<file path="src/hw/rtl/ffbta_pkg.sv">
// Shared types, codes and constants of the first-fit block table allocator.
`default_nettype none

package ffbta_pkg;

    // Field widths
    localparam int WORD_W = 24;
    localparam int OP_W   = 2;
    localparam int STAT_W = 2;

    // Defaults
    localparam int                DEFAULT_TABLE_ENTRIES = 64;
    localparam logic [WORD_W-1:0] RESET_MEMORY_SIZE     = 24'd1024;

    // Operation codes
    localparam logic [OP_W-1:0] OP_ALLOC  = 2'd0;
    localparam logic [OP_W-1:0] OP_FREE   = 2'd1;
    localparam logic [OP_W-1:0] OP_FORMAT = 2'd2;

    // Result status codes
    localparam logic [STAT_W-1:0] STATUS_ALLOCATED = 2'd0;
    localparam logic [STAT_W-1:0] STATUS_NO_FIT    = 2'd1;
    localparam logic [STAT_W-1:0] STATUS_FREED     = 2'd2;
    localparam logic [STAT_W-1:0] STATUS_FORMATTED = 2'd3;

    // One table entry as stored in the RAM
    typedef struct packed {
        logic              taken;
        logic [WORD_W-1:0] length;
        logic [WORD_W-1:0] start;
    } entry_t;

    // Kind of pass over the table
    typedef enum logic [1:0] {
        PASS_CLEAR,
        PASS_ALLOC,
        PASS_FREE
    } pass_mode_t;

    // Controller states
    typedef enum logic [3:0] {
        ST_INIT,
        ST_INIT_CLR,
        ST_IDLE,
        ST_SCAN,
        ST_DECIDE,
        ST_WR_FIT,
        ST_WR_ZERO,
        ST_FMT_CLR,
        ST_FINISH
    } ctrl_state_t;

    // Commands from controller to datapath
    typedef struct packed {
        logic              capture;
        logic              pass_start;
        pass_mode_t        pass_mode;
        logic              use_reset_len;
        logic              write_fit;
        logic              write_zero;
        logic              out_load;
        logic [STAT_W-1:0] out_status;
    } ffbta_cmd_t;

    // Status from datapath to controller
    typedef struct packed {
        logic pass_done;
        logic fit_found;
        logic zero_found;
        logic out_busy;
    } ffbta_stat_t;

endpackage

`default_nettype wire

</file>
<file path="src/hw/rtl/ffbta_ram.sv">
// Generic simple dual-port RAM with registered read.
`default_nettype none

module ffbta_ram #(
    parameter int WIDTH = 8,
    parameter int DEPTH = 64
) (
    input  wire logic                     aclk,
    input  wire logic                     we,
    input  wire logic [$clog2(DEPTH)-1:0] waddr,
    input  wire logic [WIDTH-1:0]         wdata,
    input  wire logic                     re,
    input  wire logic [$clog2(DEPTH)-1:0] raddr,
    output logic      [WIDTH-1:0]         rdata
);

    logic [WIDTH-1:0] mem [DEPTH];
    logic [WIDTH-1:0] rdata_reg;

    // Write port and registered read port
    always_ff @(posedge aclk) begin
        if (we) begin
            mem[waddr] <= wdata;
        end
        if (re) begin
            rdata_reg <= mem[raddr];
        end
    end

    assign rdata = rdata_reg;

endmodule

`default_nettype wire

</file>
<file path="src/hw/rtl/ffbta_datapath.sv">
// Datapath: table RAM, pass sequencing, fit search, write-back and result register.
`default_nettype none

module ffbta_datapath import ffbta_pkg::*; #(
    parameter int TABLE_ENTRIES = DEFAULT_TABLE_ENTRIES
) (
    input  wire logic              aclk,
    input  wire logic              aresetn,
    input  wire logic              cfg_wr,
    input  wire logic [WORD_W-1:0] cfg_data,
    input  wire logic [WORD_W-1:0] s_amount,
    input  wire logic [WORD_W-1:0] s_start_req,
    input  wire logic              m_ready,
    output logic                   m_valid,
    output logic      [STAT_W-1:0] m_status,
    output logic      [WORD_W-1:0] m_block_start,
    input  wire ffbta_cmd_t        cmd,
    output ffbta_stat_t            stat
);

    localparam int               IDX_W    = $clog2(TABLE_ENTRIES);
    localparam logic [IDX_W-1:0] LAST_IDX = IDX_W'(TABLE_ENTRIES - 1);

    logic [WORD_W-1:0] memory_size_reg, memory_size_next;
    logic [WORD_W-1:0] fmt_len_reg, fmt_len_next;
    logic [WORD_W-1:0] amount_reg, amount_next;
    logic [WORD_W-1:0] start_req_reg, start_req_next;
    pass_mode_t        mode_reg, mode_next;
    logic [IDX_W-1:0]  idx_reg, idx_next;
    logic              issue_reg, issue_next;
    logic              clr_reg, clr_next;
    logic              rd_vld_reg, rd_vld_next;
    logic [IDX_W-1:0]  rd_idx_reg, rd_idx_next;
    logic              fit_found_reg, fit_found_next;
    logic [IDX_W-1:0]  fit_idx_reg, fit_idx_next;
    logic [WORD_W-1:0] fit_start_reg, fit_start_next;
    logic [WORD_W-1:0] fit_len_reg, fit_len_next;
    logic              zero_found_reg, zero_found_next;
    logic [IDX_W-1:0]  zero_idx_reg, zero_idx_next;
    logic              m_valid_reg, m_valid_next;
    logic [STAT_W-1:0] m_status_reg, m_status_next;
    logic [WORD_W-1:0] m_block_start_reg, m_block_start_next;

    logic                 ram_we;
    logic [IDX_W-1:0]     ram_waddr;
    entry_t               ram_wentry;
    logic [$bits(entry_t)-1:0] ram_rdata;
    entry_t               rd_entry;

    ffbta_ram #(
        .WIDTH($bits(entry_t)),
        .DEPTH(TABLE_ENTRIES)
    ) u_table (
        .aclk (aclk),
        .we   (ram_we),
        .waddr(ram_waddr),
        .wdata(ram_wentry),
        .re   (issue_reg),
        .raddr(idx_reg),
        .rdata(ram_rdata)
    );

    assign rd_entry = entry_t'(ram_rdata);

    // Sequence passes, capture requests, track first fit and first empty slot
    always_comb begin
        memory_size_next   = memory_size_reg;
        fmt_len_next       = fmt_len_reg;
        amount_next        = amount_reg;
        start_req_next     = start_req_reg;
        mode_next          = mode_reg;
        idx_next           = idx_reg;
        issue_next         = issue_reg;
        clr_next           = clr_reg;
        rd_vld_next        = issue_reg;
        rd_idx_next        = idx_reg;
        fit_found_next     = fit_found_reg;
        fit_idx_next       = fit_idx_reg;
        fit_start_next     = fit_start_reg;
        fit_len_next       = fit_len_reg;
        zero_found_next    = zero_found_reg;
        zero_idx_next      = zero_idx_reg;
        m_valid_next       = m_valid_reg;
        m_status_next      = m_status_reg;
        m_block_start_next = m_block_start_reg;

        if (cfg_wr) begin
            memory_size_next = cfg_data;
        end

        if (cmd.capture) begin
            amount_next    = s_amount;
            start_req_next = s_start_req;
        end

        if (cmd.pass_start) begin
            mode_next       = cmd.pass_mode;
            idx_next        = '0;
            clr_next        = (cmd.pass_mode == PASS_CLEAR);
            issue_next      = (cmd.pass_mode != PASS_CLEAR);
            fit_found_next  = 1'b0;
            zero_found_next = 1'b0;
            if (cmd.pass_mode == PASS_CLEAR) begin
                fmt_len_next = cmd.use_reset_len ? RESET_MEMORY_SIZE : memory_size_reg;
            end
        end else if (clr_reg || issue_reg) begin
            idx_next = idx_reg + IDX_W'(1);
            if (idx_reg == LAST_IDX) begin
                clr_next   = 1'b0;
                issue_next = 1'b0;
            end
        end

        // Evaluate the entry read in the previous cycle
        if (rd_vld_reg && mode_reg == PASS_ALLOC) begin
            if (!fit_found_reg && !rd_entry.taken && amount_reg != '0 &&
                rd_entry.length >= amount_reg) begin
                fit_found_next = 1'b1;
                fit_idx_next   = rd_idx_reg;
                fit_start_next = rd_entry.start;
                fit_len_next   = rd_entry.length;
            end
            if (!zero_found_reg && rd_entry.length == '0) begin
                zero_found_next = 1'b1;
                zero_idx_next   = rd_idx_reg;
            end
        end

        // Result register: load a new transaction, drop it once taken
        if (cmd.out_load) begin
            m_valid_next       = 1'b1;
            m_status_next      = cmd.out_status;
            m_block_start_next = (cmd.out_status == STATUS_ALLOCATED) ? fit_start_reg : '0;
        end else if (m_ready) begin
            m_valid_next = 1'b0;
        end
    end

    // Select the one table write of this cycle
    always_comb begin
        ram_we     = 1'b0;
        ram_waddr  = idx_reg;
        ram_wentry = '0;
        if (clr_reg) begin
            ram_we            = 1'b1;
            ram_wentry.length = (idx_reg == '0) ? fmt_len_reg : '0;
        end else if (rd_vld_reg && mode_reg == PASS_FREE &&
                     rd_entry.start == start_req_reg) begin
            ram_we           = 1'b1;
            ram_waddr        = rd_idx_reg;
            ram_wentry       = rd_entry;
            ram_wentry.taken = 1'b0;
        end else if (cmd.write_fit) begin
            ram_we            = 1'b1;
            ram_waddr         = fit_idx_reg;
            ram_wentry.taken  = 1'b1;
            ram_wentry.length = amount_reg;
            ram_wentry.start  = fit_start_reg;
        end else if (cmd.write_zero) begin
            ram_we            = 1'b1;
            ram_waddr         = zero_idx_reg;
            ram_wentry.length = fit_len_reg - amount_reg;
            ram_wentry.start  = fit_start_reg + amount_reg;
        end
    end

    always_ff @(posedge aclk) begin
        if (!aresetn) begin
            memory_size_reg <= RESET_MEMORY_SIZE;
            mode_reg        <= PASS_CLEAR;
            idx_reg         <= '0;
            issue_reg       <= 1'b0;
            clr_reg         <= 1'b0;
            rd_vld_reg      <= 1'b0;
            fit_found_reg   <= 1'b0;
            zero_found_reg  <= 1'b0;
            m_valid_reg     <= 1'b0;
        end else begin
            memory_size_reg <= memory_size_next;
            mode_reg        <= mode_next;
            idx_reg         <= idx_next;
            issue_reg       <= issue_next;
            clr_reg         <= clr_next;
            rd_vld_reg      <= rd_vld_next;
            fit_found_reg   <= fit_found_next;
            zero_found_reg  <= zero_found_next;
            m_valid_reg     <= m_valid_next;
        end
    end

    // Payload registers
    always_ff @(posedge aclk) begin
        fmt_len_reg       <= fmt_len_next;
        amount_reg        <= amount_next;
        start_req_reg     <= start_req_next;
        rd_idx_reg        <= rd_idx_next;
        fit_idx_reg       <= fit_idx_next;
        fit_start_reg     <= fit_start_next;
        fit_len_reg       <= fit_len_next;
        zero_idx_reg      <= zero_idx_next;
        m_status_reg      <= m_status_next;
        m_block_start_reg <= m_block_start_next;
    end

    assign stat.pass_done  = (clr_reg && idx_reg == LAST_IDX) ||
                             (rd_vld_reg && rd_idx_reg == LAST_IDX);
    assign stat.fit_found  = fit_found_reg;
    assign stat.zero_found = zero_found_reg;
    assign stat.out_busy   = m_valid_reg && !m_ready;

    assign m_valid       = m_valid_reg;
    assign m_status      = m_status_reg;
    assign m_block_start = m_block_start_reg;

endmodule

`default_nettype wire

</file>
<file path="src/hw/rtl/ffbta_ctrl.sv">
// Controller state machine: sequences clear, scan and write-back steps per request.
`default_nettype none

module ffbta_ctrl import ffbta_pkg::*; (
    input  wire logic            aclk,
    input  wire logic            aresetn,
    input  wire logic            s_valid,
    output logic                 s_ready,
    input  wire logic [OP_W-1:0] s_operation,
    input  wire ffbta_stat_t     stat,
    output ffbta_cmd_t           cmd
);

    ctrl_state_t       state_reg, state_next;
    logic [OP_W-1:0]   op_reg, op_next;
    logic [STAT_W-1:0] result_reg, result_next;

    // State register
    always_ff @(posedge aclk) begin
        if (!aresetn) begin
            state_reg <= ST_INIT;
        end else begin
            state_reg <= state_next;
        end
    end

    always_ff @(posedge aclk) begin
        op_reg     <= op_next;
        result_reg <= result_next;
    end

    // Next state and commands
    always_comb begin
        state_next  = state_reg;
        op_next     = op_reg;
        result_next = result_reg;
        s_ready     = 1'b0;
        cmd         = '0;
        cmd.pass_mode  = PASS_CLEAR;
        cmd.out_status = result_reg;

        case (state_reg)
            ST_INIT: begin
                cmd.pass_start    = 1'b1;
                cmd.use_reset_len = 1'b1;
                state_next        = ST_INIT_CLR;
            end
            ST_INIT_CLR: begin
                if (stat.pass_done) begin
                    state_next = ST_IDLE;
                end
            end
            ST_IDLE: begin
                s_ready = 1'b1;
                if (s_valid) begin
                    cmd.capture = 1'b1;
                    op_next     = s_operation;
                    case (s_operation)
                        OP_ALLOC: begin
                            cmd.pass_start = 1'b1;
                            cmd.pass_mode  = PASS_ALLOC;
                            state_next     = ST_SCAN;
                        end
                        OP_FREE: begin
                            cmd.pass_start = 1'b1;
                            cmd.pass_mode  = PASS_FREE;
                            state_next     = ST_SCAN;
                        end
                        OP_FORMAT: begin
                            cmd.pass_start = 1'b1;
                            cmd.pass_mode  = PASS_CLEAR;
                            state_next     = ST_FMT_CLR;
                        end
                        default: begin
                            result_next = STATUS_NO_FIT;
                            state_next  = ST_FINISH;
                        end
                    endcase
                end
            end
            ST_SCAN: begin
                if (stat.pass_done) begin
                    state_next = ST_DECIDE;
                end
            end
            ST_DECIDE: begin
                if (op_reg == OP_FREE) begin
                    result_next = STATUS_FREED;
                    state_next  = ST_FINISH;
                end else if (stat.fit_found) begin
                    result_next = STATUS_ALLOCATED;
                    state_next  = ST_WR_FIT;
                end else begin
                    result_next = STATUS_NO_FIT;
                    state_next  = ST_FINISH;
                end
            end
            ST_WR_FIT: begin
                cmd.write_fit = 1'b1;
                state_next    = stat.zero_found ? ST_WR_ZERO : ST_FINISH;
            end
            ST_WR_ZERO: begin
                cmd.write_zero = 1'b1;
                state_next     = ST_FINISH;
            end
            ST_FMT_CLR: begin
                if (stat.pass_done) begin
                    result_next = STATUS_FORMATTED;
                    state_next  = ST_FINISH;
                end
            end
            ST_FINISH: begin
                if (!stat.out_busy) begin
                    cmd.out_load = 1'b1;
                    state_next   = ST_IDLE;
                end
            end
            default: begin
                state_next = ST_INIT;
            end
        endcase
    end

endmodule

`default_nettype wire

</file>
<file path="src/hw/rtl/first_fit_block_table_allocator.sv">
// Top level of the first-fit block table allocator.
//
// Channels: s_* takes one request transaction (operation, amount, start_req);
// m_* returns exactly one result transaction (status, block_start) per request.
// cfg_* writes memory_size; cfg_ready is always high. Write it only while idle.
// Steps, with N = TABLE_ENTRIES: allocate makes one full read pass over the
// table RAM, then up to two write-backs; free makes one read-modify-write pass;
// format makes one write sweep; an unused operation code goes straight to the
// finish state. One request is in work at a time: the block takes no new request
// before it is through with the last one; the sequential table pass visits one
// entry per cycle. A new request is taken as soon as the controller is back in
// idle, even while the previous result still waits in the output register.
// Reset: a setup state, then the table RAM is cleared by a sweep over all N
// entries (entry 0 gets 1024 bytes) during which s_ready is low; configuration
// writes are taken meanwhile.
// Stall: when m_ready is low the result holds; a finished request then waits
// in the controller until the output register frees up.
`default_nettype none

module first_fit_block_table_allocator import ffbta_pkg::*; #(
    parameter int TABLE_ENTRIES = DEFAULT_TABLE_ENTRIES
) (
    input  wire logic              aclk,
    input  wire logic              aresetn,
    input  wire logic              cfg_valid,
    output logic                   cfg_ready,
    input  wire logic [WORD_W-1:0] cfg_data,
    input  wire logic              s_valid,
    output logic                   s_ready,
    input  wire logic [OP_W-1:0]   s_operation,
    input  wire logic [WORD_W-1:0] s_amount,
    input  wire logic [WORD_W-1:0] s_start_req,
    output logic                   m_valid,
    input  wire logic              m_ready,
    output logic      [STAT_W-1:0] m_status,
    output logic      [WORD_W-1:0] m_block_start
);

    ffbta_cmd_t  cmd;
    ffbta_stat_t stat;

    assign cfg_ready = 1'b1;

    ffbta_ctrl u_ctrl (
        .aclk       (aclk),
        .aresetn    (aresetn),
        .s_valid    (s_valid),
        .s_ready    (s_ready),
        .s_operation(s_operation),
        .stat       (stat),
        .cmd        (cmd)
    );

    ffbta_datapath #(
        .TABLE_ENTRIES(TABLE_ENTRIES)
    ) u_datapath (
        .aclk         (aclk),
        .aresetn      (aresetn),
        .cfg_wr       (cfg_valid && cfg_ready),
        .cfg_data     (cfg_data),
        .s_amount     (s_amount),
        .s_start_req  (s_start_req),
        .m_ready      (m_ready),
        .m_valid      (m_valid),
        .m_status     (m_status),
        .m_block_start(m_block_start),
        .cmd          (cmd),
        .stat         (stat)
    );

    // An accepted request keeps the block busy for at least the next cycle
    assert property (@(posedge aclk) disable iff (!aresetn)
        s_valid && s_ready |=> !s_ready)
        else $error("request accepted while previous one still in work");

    // Never load a result over one that is still waiting
    assert property (@(posedge aclk) disable iff (!aresetn)
        cmd.out_load |-> !(m_valid && !m_ready))
        else $error("result register overwritten");

    // Only a successful allocate reports a nonzero start
    assert property (@(posedge aclk) disable iff (!aresetn)
        m_valid && m_status != STATUS_ALLOCATED |-> m_block_start == '0)
        else $error("block_start nonzero on a non-allocate result");

    // No request is taken right after reset: the clearing sweep runs first
    assert property (@(posedge aclk)
        !aresetn |=> !s_ready)
        else $error("request accepted before table clear");

endmodule

`default_nettype wire
</file>
<file path="config.mk">
export PLATFORM = sky130hd
export DESIGN_NAME = first_fit_block_table_allocator
export DESIGN_NICKNAME = d
export VERILOG_FILES = /design/src/hw/rtl/ffbta_pkg.sv /design/src/hw/rtl/ffbta_ram.sv /design/src/hw/rtl/ffbta_datapath.sv /design/src/hw/rtl/ffbta_ctrl.sv /design/src/hw/rtl/first_fit_block_table_allocator.sv
export SDC_FILE = /design/constraint.sdc
export NUM_CORES = 2
export LEC_CHECK = 0
export ABC_AREA = 0
export BUFFER_PORTS_ARGS = -buffer_cell sky130_fd_sc_hd__buf_2
export CAP_MARGIN = 5
export CORE_MARGIN = 2
export CORE_UTILIZATION = 40
export CTS_BUF_LIST = sky130_fd_sc_hd__clkbuf_8
export DETAILED_ROUTE_END_ITERATION = 7
export PLACE_DENSITY = 0.63
export REMOVE_ABC_BUFFERS = 1
export SETUP_SLACK_MARGIN = 0.1
export SYNTH_ARGS = -nofsm -noshare
export SYNTH_HDL_FRONTEND = slang
export SYNTH_HIERARCHICAL = 1
export SYNTH_SLANG_ARGS = --single-unit
</file>
<file path="constraint.sdc">
create_clock -name aclk -period 7.3 [get_ports aclk]
set_clock_uncertainty 0.15 [all_clocks]
set_input_delay 0.73 -clock aclk [delete_from_list [all_inputs] [get_ports aclk]]
set_output_delay 0.73 -clock aclk [all_outputs]
set_load 0.01 [all_outputs]
</file>
-- Word level (Yosys, flattened, before mapping)
Memories as Yosys holds them, arrays and structs flattened. A register that Yosys moved wholly into a read port is not among the register bits.
Cells that the tools add are included.
- reductions and logical operators: 38
- mux-type cells: 57
- bitwise operators: 1
- $add $sub $neg: 3
- equality and inequality tests: 22
- order comparisons: 1
- operator list (operator ; number):
    $mux W48 ; 2
    $mux W24 ; 3
    $mux W49 ; 1
    $mux W4 ; 9
    $pmux W4 S9 ; 1
    $mux W1 ; 28
    $add A24 B24 Y24 ; 1
    $eq A24 B24 Y1 ; 1
    $ge A24 B24 Y1 ; 1
    $logic_not A24 Y1 ; 1
    $mux W6 ; 4
    $reduce_bool A24 Y1 ; 1
    $sub A24 B24 Y24 ; 1
    $eq A4 B3 Y1 const B ; 4
    $eq A6 B6 Y1 const B ; 2
    $ne A2 B2 Y1 const B ; 6
    $logic_and A1 B1 Y1 ; 10
    $mux W2 ; 5
    $reduce_and A2 Y1 ; 5
    $pmux W3 S3 ; 1
    $eq A4 B2 Y1 const B ; 2
    $pmux W4 S2 ; 1
    $reduce_bool A2 Y1 ; 4
    $add A6 B1 Y6 const B ; 1
    17 further kinds ; 27
- input bits: 79
- bits in writable memories: 3136
- word-level logic and storage cells: 145
- output and inout port bits: 29
- memories: 1
- bits in registers: 210
- memory list (memory ; words ; width ; rd ports ; clocked after Yosys merged registers in ; write ports ; RTL line ; RTL):
    u_datapath.u_table.mem ; 64 ; 49 ; 1 ; 1 ; 1 ; ffbta_ram.sv:17 ; logic [WIDTH-1:0] mem [DEPTH];

-- Depth between registers and ports, before layout
- depth in word-level cells: 8
- depth in mapped cells: 13
- mapped depth without buffers: 13

-- Hierarchy
Netlist, hierarchy kept.
- modules (own cells, without submodules) (module ; instances ; cells an instance ; area each (µm²)):
    ffbta_ram ; 1 ; 5283 ; 120483.1
    ffbta_datapath ; 1 ; 1082 ; 11498.5
    ffbta_ctrl ; 1 ; 76 ; 648.1
    first_fit_block_table_allocator ; 1 ; 2 ; 11.3

-- Worst setup path after synthesis
Ideal clock, no wire load.
- kind: register to register
- start: register u_datapath.u_table.rdata_reg[6] (netlist: u_datapath/u_table/rdata[6]), read port of u_datapath.u_table.mem
- end: memory u_datapath/u_table/mem[49][0] (netlist bit) (enable)
- slack: 0.726 ns
- data required time: 6.634 ns
- clock period less this slack: 6.574 ns
- stages on the path, launching flop included: 13
- data arrival time: 5.908 ns
- cells stage by stage: edfxtp_1 -> xnor2_1 -> nand2_1 -> or3b_2 -> nor4b_2 -> buf_2 -> buf_2 -> mux2i_1 -> o21ai_0 -> clkbuf_1 -> nor2b_1 -> nand4_1 -> nor3_1
- RTL lines (item ; RTL line ; RTL):
    start: declaration ; ffbta_ram.sv:18 ; logic [WIDTH-1:0] rdata_reg;
    $eq A24 B24 Y1 ; ffbta_datapath.sv:148 ; rd_entry.start == start_req_reg) begin
    $logic_and A1 B1 Y1 ; ffbta_datapath.sv:147 ; end else if (rd_vld_reg && mode_reg == PASS_FREE &&
    $mux W6 ; ffbta_datapath.sv:147 ;
    $mux W6 ; ffbta_datapath.sv:144 ; if (clr_reg) begin
    via u_datapath.ram_waddr[3] ; ffbta_datapath.sv:45 ; logic [IDX_W-1:0] ram_waddr;
    end: declaration ; ffbta_ram.sv:17 ;
The timed path passes the listed nets, and every way through them passes these cells.

==> flow_metrics.py <==
metrics = {
    "clock_tree": {
        "cts_sinks": 3395,
        "clkTransAtPathRegs_ns": 0.06,
        "clk_latency_ns": 1.22,
        "cts_root_buf": "clkbuf_8",
        "cts_tree": "done",
        "cts_max_path_buffers": 4,
        "postCtsResizedCells": 0,
        "cts_made_buffers": 550,
        "cts.htree.levels": 6,
    },
    "die": {
        "row_count": 211,
        "core_area_um2": 330000,
        "ios": 108,
        "die_x_um": 580,
        "die_h_um": 580,
        "fp.dieArea_um2": 336000,
        "initial_core_util_pct": 40.2,
    },
    "global_routing": {
        "grt_pass1_wl_mm": 567,
        "grt_use_total_pct": 24.1,
        "antenna_found_initial": 54,
        "grt_pass1_vias": 70403,
        "overflow": 0,
        "grt_start_max_net_pins": 120,
    },
    "synth": {
        "synthArstFlopShare_pct": 0,
        "synth_cells": 6443,
        "synth_area_um2": 133000,
        "syn_area_per_cell_um2": 20.6,
        "synth_seq_area_share_pct": 76.5,
        "ys_types": 83,
        "ys_ff_latch": 3395,
        "synth_ff_type": "edfxtp_1",
        "synth_edf_count": 3347,
        "yosys_warnings": 6,
    },
    "critical_path": {
        "startpoint_type": "register",
        "cp_data_required_time_ns": 7.98,
        "worst_setup_path_end_kind": "register",
        "reg2reg_slack_ns": 1.55,
        "cp_max_fo": 31,
        "worst-setup-path-type": "register to register",
        "cp.arrival_ns": 6.43,
        "r2r-start": "u_ctrl/state_reg[2]$_SDFFE_PN0P_",
        "r2r-end": "u_datapath/u_table/mem[30][47]$_DFFE_PP_",
        "r2r_cells": 9,
    },
    "cells_and_area": {
        "areaGrowthSynthToFinish_pct": 14.1,
        "drive_gt1_share_pct": 26.2,
        "largest_reg_flops": 3136,
        "nFillCells": 27451,
        "fin_cells": 11930,
        "nets": 7220,
    },
    "sta": {
        "setup_viol": 0,
        "fin_crit_sh_pct": 78.7,
        "worstMarginPinSlew_ns": 1.47,
        "hold_viol": 0,
        "slew_viol_final": 0,
        "period_minus_slack_ns": 5.75,
        "fin_tns_setup_ns": 0,
        "relSlewSlack_pct": 2.01,
        "finalWorstSetupSlack_ns": 1.55,
        "rsz0062_at_grt": "false",
        "max_freq_mhz": 174,
    },
    "run_status": {
        "status": "complete, no violations",
    },
    "min_path": {
        "min_from": "s_amount[23]",
        "hold_end": "u_datapath/amount_reg[23]$_DFFE_PP_",
        "hold_path.class": "input port to register",
        "hold_depth": 2,
    },
    "power_and_ir_drop": {
        "ir_worst_vdd_mv": 0.224,
        "power_mw": 43.3,
        "power_density_nw_per_um2": 286,
        "p_leak_nw": 44.3,
    },
    "route": {
        "vias": 71957,
        "drt_first_pass_iters": 5,
        "ant_nets": 0,
        "viasPerCell": 6.03,
        "wire_per_inst_um": 34.6,
        "remaining_drc_errors": 0,
        "wl_mm": 413,
        "drt_iter0_drc": 10705,
    },
    "placement": {
        "io_buffers": 106,
        "place_ws_ns": 1.77,
        "dp_hpwl_mm": 254,
        "gp_congestion": 0.915,
        "placedCellCount": 10803,
    },
    "run": {
        "max_cap_viol_count": 0,
    },
}
==> critical path, cell delays in order (launching register included) <==
cell and delay, ns:
dfxtp_1 0.61, nand2b_1 0.24, nor2_1 0.81, mux2i_1 0.20, o21ai_0 0.22, mux2i_1 0.10
o21ai_0 0.95, nand3b_1 0.81, nor2_4 0.97, buf_12 0.30
==> worst max path at each step <==
stage | depth (start not counted) | slack, ns | start | endpoint
after floorplan | 4 | -32.50 | u_datapath/idx_reg[0]$_SDFFE_PP0P_ | u_datapath/u_table/rdata[46]$_DFFE_PP_
after global placement | 9 | 1.80 | u_datapath/u_table/rdata[6]$_DFFE_PP_ | u_datapath/u_table/mem[30][12]$_DFFE_PP_
after detailed placement | 9 | 1.77 | u_datapath/u_table/rdata[6]$_DFFE_PP_ | u_datapath/u_table/mem[30][12]$_DFFE_PP_
after CTS | 9 | 1.71 | u_datapath/start_req_reg[6]$_DFFE_PP_ | u_datapath/u_table/mem[30][26]$_DFFE_PP_
after global routing | 9 | 1.52 | u_ctrl/state_reg[2]$_SDFFE_PN0P_ | u_datapath/u_table/mem[30][26]$_DFFE_PP_
final | 9 | 1.55 | u_ctrl/state_reg[2]$_SDFFE_PN0P_ | u_datapath/u_table/mem[30][47]$_DFFE_PP_
==> layout by cell type, fill, tap and decap left out, types with 57 or more instances in the layout <==
master and n:
nor2b_1 84, nand2_1 265, buf_4 211, nor2_4 67, o22ai_1 87, o221ai_1 80
inv_1 202, ha_1 72, clkinv_1 135, buf_2 106, nand3_1 105, nor2_1 96
mux2i_1 127, a22oi_1 96, o21ai_0 57, clkbuf_8 562, dlygate4sd3_1 77, diode_2 68
nand4_1 96, mux4_2 743, a21oi_1 108, edfxtp_1 3347
==> cell usage after synthesis, drive strengths merged (9+ instances only) <==
cell type	instances	area, µm²
a211oi	51	388
xnor2	39	342
and3	46	288
nor4	23	144
a311oi	23	201
mux4	743	16700
mux2i	127	1270
a22oi	96	721
ha	72	901
inv	42	160
dfxtp	48	961
nand2	269	1010
a31oi	11	68.8
nor2b	92	576
nand2b	25	159
o21a	10	75.1
o211ai	9	67.6
a21oi	113	569
nand3b	10	75.1
a221oi	25	219
a221o	16	160
and2	53	332
o22ai	88	551
xor2	26	228
edfxtp	3347	101000
o31ai	11	87.6
clkbuf	163	612
buf	200	1290
nor3	28	140
o221ai	80	701
nand4	96	601
a21o	30	225
nand3	106	536
o21ai	78	390
nor2	165	622
==> per-stage QoR <==
stage / hold slack [ns] / util (%) / cell area [µm²]
floorplan: 0.277 / - / 131000
global placement: 0.308 / 42.5 / 140000
detailed placement: 0.320 / 42.5 / 140000
CTS: 0.0353 / 45.8 / 151000
global route: 0.104 / 45.8 / 151000
finish: 0.119 / 45.8 / 151000
==> metal layers <==
layer / global-route usage [%] / part of all wire (%) / vias up / routed length (µm)
met5: 0 / 0.014 / - / 56
met4: 14.8 / 6.5 / 8 / 26900
met3: 4.78 / 10 / 829 / 42800
met2: 37.3 / 47 / 4705 / 192000
met1: 31.6 / 37 / 38044 / 151000
li1: - / - / 28371 / -
==> where the power goes <==
part / leakage [nW] / switching [mW] / internal (mW)
Sequential: 28.7 / 0.408 / 22.2
Combinational: 9.89 / 3.38 / 1.84
Clock: 5.77 / 7.81 / 7.62
Total: 44.3 / 11.6 / 31.7
==> cell type report <==
type,instances,area [µm²],share of cell area (%)
Inverter,43,170,0.112
Antenna cell,68,170,0.112
Timing Repair Buffer,435,3710,2.45
Clock buffer,562,7730,5.11
Tap cell,4366,5460,3.61
Multi-Input combinational cell,2642,30200,20.0
Clock inverter,419,2400,1.59
Sequential cell,3395,101000,67.1
==> kinds of logic (layout without fill, tap and decap cells) <==
kind of cell,Yosys count,after routing,share of synthesized area (%)
simple gates,958,958,3.66
mux,871,871,13.6
flops,3395,3395,76.5
other cells,1,69,0.00283
compound gates,673,673,3.56
fa+ha+maj,74,74,0.709
buf+inv,406,1459,1.56
xor+xnor,65,65,0.429
==> repair_timing <==
item                      CTS  global route
hold buffers               77             0
hold endpoints to repair   79             0
setup buffers               0             0
Note: power is estimated with default switching activity, not from simulation.
